`src/rtl/core/mrlu_pkg.sv`:
```
package mrlu_pkg;

	localparam int SITES_DEF = 1024;
	localparam int CFG_IDX_W = 2;
	localparam int CFG_DATA_W = 24;

	localparam logic [23:0] COEFF_RST = 24'd65536;
	localparam logic [23:0] STEP_RST = 24'd65536;
	localparam logic [10:0] LEN_RST = 11'd1024;
	localparam logic [10:0] LEN_MIN = 11'd2;
	localparam logic [16:0] LOG2E_Q16 = 17'd94548;
	localparam logic signed [55:0] DS_LIMIT = 56'sd786432;
	localparam logic signed [55:0] SAT_HI = 56'sd2147483647;
	localparam logic signed [55:0] SAT_LO = -56'sd2147483648;
	localparam int DIV_NUM_W = 38;
	localparam int DIV_DEN_W = 13;

	typedef enum logic [CFG_IDX_W-1:0] {
		CFG_KINETIC,
		CFG_POTENTIAL,
		CFG_STEP,
		CFG_LEN
	} cfg_reg_t;

	typedef enum logic [3:0] {
		ST_CLEAR,
		ST_IDLE,
		ST_RD_X,
		ST_RD_N,
		ST_RD_P,
		ST_SUM,
		ST_MUL_A,
		ST_INNER,
		ST_MUL_D,
		ST_DS,
		ST_EXP_Y,
		ST_EXP_T,
		ST_DECIDE,
		ST_SCALE,
		ST_DIV_GO,
		ST_DIV
	} state_t;

	typedef struct packed {
		logic [9:0] site_index;
		logic signed [15:0] proposal;
		logic [15:0] accept_draw;
	} req_t;

	typedef struct packed {
		logic accepted;
		logic signed [31:0] new_value;
		logic signed [31:0] action_change;
		logic signed [47:0] running_action;
		logic [23:0] step_size;
		logic sweep_end;
	} res_t;

	function automatic logic [16:0] exp2_tab(input logic [4:0] i);
		logic [16:0] v;
		case (i)
			5'd0: v = 17'd65536;
			5'd1: v = 17'd62757;
			5'd2: v = 17'd60097;
			5'd3: v = 17'd57549;
			5'd4: v = 17'd55109;
			5'd5: v = 17'd52773;
			5'd6: v = 17'd50535;
			5'd7: v = 17'd48393;
			5'd8: v = 17'd46341;
			5'd9: v = 17'd44376;
			5'd10: v = 17'd42495;
			5'd11: v = 17'd40693;
			5'd12: v = 17'd38968;
			5'd13: v = 17'd37316;
			5'd14: v = 17'd35734;
			5'd15: v = 17'd34219;
			5'd16: v = 17'd32768;
			default: v = 17'd0;
		endcase
		return v;
	endfunction

	function automatic logic signed [31:0] sat32(input logic signed [55:0] v);
		logic signed [31:0] r;
		if (v > SAT_HI) begin
			r = 32'sh7fffffff;
		end else if (v < SAT_LO) begin
			r = 32'sh80000000;
		end else begin
			r = v[31:0];
		end
		return r;
	endfunction

endpackage

```
`src/rtl/core/mrlu_step_div.sv`:
```
module mrlu_step_div import mrlu_pkg::*; (
	input logic clk,
	input logic arst_n,
	input logic go,
	input logic [DIV_NUM_W-1:0] dividend,
	input logic [DIV_DEN_W-1:0] divisor,
	output logic done,
	output logic [DIV_NUM_W-1:0] quotient
);

	localparam int CW = $clog2(DIV_NUM_W);
	localparam logic [CW-1:0] LAST = CW'(DIV_NUM_W - 1);

	logic run_q;
	logic [CW-1:0] cnt_q;
	logic [DIV_DEN_W:0] rem_q;
	logic [DIV_NUM_W-1:0] quo_q;
	logic [DIV_DEN_W:0] rem_sh;
	logic [DIV_DEN_W+1:0] diff;

	assign rem_sh = {rem_q[DIV_DEN_W-1:0], quo_q[DIV_NUM_W-1]};
	assign diff = {1'b0, rem_sh} - {2'b00, divisor};
	assign quotient = quo_q;

	always_ff @(posedge clk or negedge arst_n) begin
		if (!arst_n) begin
			run_q <= 1'b0;
			cnt_q <= '0;
			done <= 1'b0;
		end else begin
			done <= run_q && (cnt_q == LAST);
			if (go) begin
				run_q <= 1'b1;
				cnt_q <= '0;
			end else if (run_q) begin
				cnt_q <= cnt_q + CW'(1);
				if (cnt_q == LAST) begin
					run_q <= 1'b0;
				end
			end
		end
	end

	always_ff @(posedge clk) begin
		if (go) begin
			rem_q <= '0;
			quo_q <= dividend;
		end else if (run_q) begin
			if (!diff[DIV_DEN_W+1]) begin
				rem_q <= diff[DIV_DEN_W:0];
				quo_q <= {quo_q[DIV_NUM_W-2:0], 1'b1};
			end else begin
				rem_q <= rem_sh;
				quo_q <= {quo_q[DIV_NUM_W-2:0], 1'b0};
			end
		end
	end

endmodule

```
`config.mk`:
```
export PLATFORM = sky130hd
export DESIGN_NAME = mrlu_step_div
export DESIGN_NICKNAME = d
export VERILOG_FILES = /design/src/rtl/core/mrlu_pkg.sv /design/src/rtl/core/mrlu_step_div.sv
export SDC_FILE = /design/constraint.sdc
export NUM_CORES = 1
export LEC_CHECK = 0
export ABC_AREA = 1
export ABC_CLOCK_PERIOD_IN_PS = 5150
export BUFFER_PORTS_ARGS = -buffer_cell sky130_fd_sc_hd__buf_2
export CAP_MARGIN = 25
export CORE_ASPECT_RATIO = 0.8
export CORE_MARGIN = 5
export CORE_UTILIZATION = 58
export DETAILED_ROUTE_END_ITERATION = 7
export GPL_ROUTABILITY_DRIVEN = 0
export GPL_TIMING_DRIVEN = 0
export PLACE_DENSITY = 0.94
export SLEW_MARGIN = 20
export SYNTH_ARGS = -nofsm -noshare
export SYNTH_HDL_FRONTEND = slang
export SYNTH_SLANG_ARGS = --single-unit
```
`constraint.sdc`:
```
create_clock -name clk -period 5.15 [get_ports clk]
set_clock_uncertainty 0.1 [all_clocks]
set_input_delay 1.03 -clock clk [delete_from_list [all_inputs] [get_ports clk]]
set_output_delay 1.03 -clock clk [all_outputs]
set_load 0.005 [all_outputs]
```
==> metrics.csv, run 1 <==
metric;value;unit
Syn Inst Count;466;
Fmax;0.3966;GHz
TNS Setup;0;ns
reg-to-reg critical path endpoint;rem_q[9];
Die X;98.10;um
reg2reg path depth;12;
row count;25;
max-slew violations;0;
leakage power;0.002432;uW
met3 Use GR;0.06424;
Final Net Count;639;
clock sinks;59;
Worst Min Path Start;rem_q[12];
first-pass GRT wire length;15740;um
DRT Pass-1 Iters;5;
crit path from;divisor[0];
Hold Buf Count CTS;0;
Synth area leaders;edfxtp_1 (32%), nand2_1 (21%), inv_1 (7.3%), dfxtp_1 (7.2%), dfrtp_1 (5.6%);
Yosys reg bits;59;
initial antenna violation count;0;
area share of fa/ha/maj cells after synthesis;0.05768;
final-report hold violation count;0;
H-tree Lvls;3;
met2 GRT Util;0.4470;
Mapped Area;3601;um2
Post-synth ARST share;0.1356;
Core Box Area;5974;um2
RSZ-0062 raised after global routing;no;
reg-to-reg slack, setup;3.01;ns
Power Dens Cells;448.2;nW/um2
DRC errors left;0;
Fill cells;419;
peak supply drop;0.2141;mV
Root Driver;clkbuf_8;
I/O pin cnt;93;
DRT antenna net count;0;
post-layout minimum cycle time;2.522;ns
CTS tree;yes;
status;complete, no violations;
via count;3441;
final setup vio count;0;
Post-Synth XOR/XNOR Area;0.009729;
Die Footprint;7894;um2
Critical Path End;rem_q[9];
post-DP HPWL;6949;um
Via density;5.253;
clock slew at reported path FFs;0.06;ns
crit path launch type;input port;
Worst-Margin Slew;0.4928;ns
number of synthesized flops with an enable pin;38;
max cap viols;0;
Yosys warnings;0;
Worst setup EP type;flop;
area growth from synthesis to layout;21.37;%
Num CTS Buffers;9;
grt ovf;0;
top-area cell type share of the netlist area;0.3169;
largest net degree at the start of global routing;29;
Max clock buf depth;2;
effective utilization at floorplan;0.6027;
post-CTS sizing;0;
Fin Hold WS;0.3720;ns
die height;80.48;um
Port Buf Inserts;91;
Top Usage Layer GRT;met2;
Yosys cell types;36;
antenna cells;0;
HP Class;flop to flop;
Top FF cell, synth;edfxtp_1;
Max-slew headroom;0.6711;
Post-Route WL;9899;um
number of global-route vias before repair;3358;
Simple-Gate Fraction of Synth Area;0.3551;
Net Count, Synth;536;
worst-skew pair later-pin latency;0.36;ns
multiplexer area fraction after synthesis;0;
CP max FO;10;
post-CTS setup buffers;0;
syn_area_per_cell;7.727;um2
Critical Path AT;2.66;ns
Worst EP required;5.29;ns
Seq/Total Area, Yosys;0.4448;
fin crit share;0.4896;
Initial DRC Count;306;
routing usage on met1;0.2851;
largest area contributor in the netlist;edfxtp_1;
total track usage;0.2542;
Synth Area in Compound Gates;0.03092;
layout cells sized above 1;0.2578;
RR Startpoint;quotient[37];
Avg WL per Cell;15.11;um
largest family of logic cells by synthesized area;simple AND/OR/NAND/NOR gates;
critical path class;input port to flop;
## logic make-up after synthesis
family | count (synthesis)
AO/OA/AOI/OAI | 18
XOR/XNOR | 4
adder cells (fa/ha/maj) | 16
buffers and inverters | 86
flip-flops | 59
AND/OR/NAND/NOR | 283
## metal layers
layer,share of wire,wire (um)
met3,0.080,787
met5,0,0
met2,0.49,4888
met1,0.39,3820
met4,0.041,401
## power by group
part	leakage, uW	switching, uW	internal [uW]
combinational	0.00171	534	340
clock	0.0000966	202	221
sequential	0.000628	65.2	596
## flip-flops by register name, summed over array words and instances, names as in the netlist
name and cells:
quotient 38, rem_q 13, done 1, run_q 1
cnt_q 6
## placed cells by master (no fill, tap or decap), types with 5 or more instances in the layout
cell      Yosys  routed
nor2_1       13      13
inv_1        70      69
nand3_2      12      12
clkbuf_8      1      10
nand3_1      29      29
ha_1         15      15
nand2_2       9       9
clkbuf_1      5       5
dfxtp_1      13      13
nand2_1     199     199
edfxtp_1     38      38
buf_2         2      93
dfrtp_1       8       8
a21oi_1       8       8
## per-stage QoR
step	util	instance area (um2)	cells	setup WS, ns	power, uW
after CTS	0.7315	4370	655	2.653	1952
after floorplan	-	3601	466	2.533	1309
after global routing	0.7315	4370	655	2.560	2081
final	0.7315	4370	655	2.628	1959
after detailed placement	0.6993	4178	639	2.286	1507
after global placement	0.6959	4158	638	2.102	1465
## final cells by class
class                      instances  area, um2  area share
buffer                            13      92.59     0.02119
clock buffer                       9      123.9     0.02834
clock inverter                     7      68.82     0.01575
inverter                          73      274.0     0.06270
multi-input combinational        321       1633      0.3736
sequential                        59       1602      0.3664
tap                               81      101.3     0.02319
timing repair buffer              92      475.5      0.1088
## how the worst min path moves through the flow
stage	end	slack, ns	depth (start not counted)
floorplan	cnt_q[5]	0.33	1
global placement	cnt_q[5]	0.35	1
detailed placement	cnt_q[5]	0.35	1
CTS	rem_q[11]	0.37	2
global route	cnt_q[5]	0.40	1
finish	rem_q[12]	0.37	2
## cells in the mapped netlist (5+ instances only)
cell and instances:
nand2_1 199, inv_1 70, edfxtp_1 38, nand3_1 29, ha_1 15, dfxtp_1 13, nor2_1 13, nand3_2 12
nand2_2 9, a21oi_1 8, dfrtp_1 8, clkbuf_1 5
## critical path: stages
cell     delay (ns)
buf_2          0.10
ha_1           0.22
fa_1           0.41
inv_1          0.12
nand2_1        0.09
nand3_4        0.09
nand2_4        0.09
nand2_4        0.12
buf_12         0.15
nand3_2        0.09
nand2_1        0.09
nand2_1        0.05
(Power assumes the default switching activity.)
==> run 2: changes to the inputs <==
Settings changed: ABC_CLOCK_PERIOD_IN_PS 5150 to 2600, CORE_UTILIZATION 58 to 53, PLACE_DENSITY 0.94 to 0.88.
Clock period 5.15 ns to 2.6 ns, I/O delays scaled along.
==> run 2 against run 1 <==
Flip-flop and latch count is the same. Die area is 8.3% higher. Sequential power grew 95%. Hold slack worse by 0.020 ns. Non-clock buffer count up 1. Via count fell by 4.4%. First-iteration DRC count down 7.5%. Largest cell class unchanged.
==> metrics.csv, run 2 (synthesis results as in run 1) <==
metric;value;unit
reg-to-reg critical path endpoint;rem_q[9];
via count;3290;
largest net degree at the start of global routing;29;
Initial DRC Count;283;
HP Class;input port to flop;
fin crit share;0.8282;
reg-to-reg slack, setup;0.45;ns
peak supply drop;0.4266;mV
leakage power;0.002425;uW
Post-Route WL;8830;um
total track usage;0.2072;
I/O pin cnt;93;
placed insts;642;
grt ovf;0;
row count;26;
Worst Min Path Start;dividend[18];
Hold EP;quotient[18];
cell family with the largest share of critical-path delay;adder cells;
DRC errors left;0;
TNS Setup;0;ns
Max clock buf depth;2;
Critical Path AT;2.28;ns
Power Dens Cells;850.7;nW/um2
post-CTS sizing;0;
status;complete, no violations;
Final Net Count;640;
clock slew at reported path FFs;0.07;ns
area growth from synthesis to layout;21.16;%
post-DP HPWL;6700;um
max cap viols;0;
reg2reg path depth;12;
post-layout minimum cycle time;2.153;ns
Avg WL per Cell;13.40;um
DRT antenna net count;0;
Fmax;0.4644;GHz
hold path depth;3;
Worst-Margin Slew;0.5045;ns
RSZ-0062 raised after global routing;no;
Critical Path Most Common Cell;nand2_1;
Fill cells;519;
critical path class;flop to flop;
CTS tree;yes;
Worst setup EP type;flop;
RR Startpoint;quotient[37];
max-slew violations;0;
effective utilization at floorplan;0.5535;
CP Buf/Inv Count;3;
Fin Hold WS;0.3523;ns
crit path cell chain;inv_1 -> ha_1 -> fa_1 -> inv_1 -> nand2_1 -> nand3_4 -> nand2_4 -> nand2_4 -> buf_12 -> nand3_2 -> nand2_1 -> nand2_1;
clock sinks;59;
most common cell after layout, fill and taps aside;nand2_1;
DRT Pass-1 Iters;5;
crit path launch type;flop;
initial antenna violation count;0;
first-pass GRT wire length;14120;um
flip-flop and latch area;1602;um2
Die X;102.2;um
final-report hold violation count;0;
Worst EP required;2.73;ns
die height;83.73;um
H-tree Lvls;3;
Root Driver;clkbuf_8;
Port Buf Inserts;91;
antenna cells;0;
CP max FO;10;
Area after DPL;4182;um2
Num CTS Buffers;9;
Via density;4.992;
Core Box Area;6506;um2
Worst path slowest cell;fa_1;
Critical Path Stages;12;
footprint of the multi-input gates;1633;um2
number of global-route vias before repair;3072;
worst-skew pair later-pin latency;0.33;ns
max reg flops;38;
Max-slew headroom;0.6637;
final instance area;4363;um2
Layout Cells excl Fill;659;
most frequent cells in the layout;nand2_1 (199), buf_2 (93), inv_1 (69);
Die Footprint;8553;um2
slowest stage delay, CP;0.42;ns
final setup vio count;0;
layout cells sized above 1;0.2574;
==> run 2: layout make-up <==
class / instances / share of cell area
clock buffer: 11 / 0.03241
inverter: 73 / 0.06280
sequential: 59 / 0.3671
buffer: 13 / 0.02122
tap: 84 / 0.02409
timing repair buffer: 93 / 0.1113
clock inverter: 5 / 0.006883
multi-input combinational: 321 / 0.3742
==> run 2: how the worst max path moves through the flow <==
stage | start | end | slack, ns
after floorplan | go | quotient[0] | 0.49
after global placement | go | quotient[20] | 0.03
after detailed placement | divisor[0] | rem_q[9] | 0.23
after CTS | quotient[37] | rem_q[9] | 0.46
after global routing | quotient[37] | rem_q[9] | 0.32
final | quotient[37] | rem_q[9] | 0.45
==> run 2: timing repair <==
item                      in CTS  in global routing
setup buffers                  0                  0
hold endpoints to repair       8                  0
hold buffers                   1                  0
==> run 2: tightest hold or removal path, cell delays in order <==
cell and delay [ns]:
buf_2 0.07, nand2_1 0.04, nand2_1 0.05
==> run 2: report_power, final <==
group	switching, uW	internal, uW
clock	351	366
combinational	1030	675
sequential	111	1180
total	1490	2220
==> run 2: routing by layer <==
metal	track usage	up-vias	wire, um
li1	-	1661	-
met1	0.2658	1493	3683
met2	0.3463	120	4363
met3	0.05013	16	614
met4	0.05721	0	169
met5	0	-	0
==> run 2: stage by stage <==
| stage | setup slack [ns] | power [uW] | utilization |
|---|---|---|---|
| 3_5_place_dp | 0.2333 | 2986 | 0.6427 |
| 2_1_floorplan | 0.4932 | 2593 | - |
| 4_1_cts | 0.4565 | 3708 | 0.6706 |
| 3_3_place_gp | 0.03494 | 2918 | 0.6396 |
| 6_report | 0.4466 | 3712 | 0.6706 |
| 5_1_grt | 0.3191 | 3992 | 0.6706 |
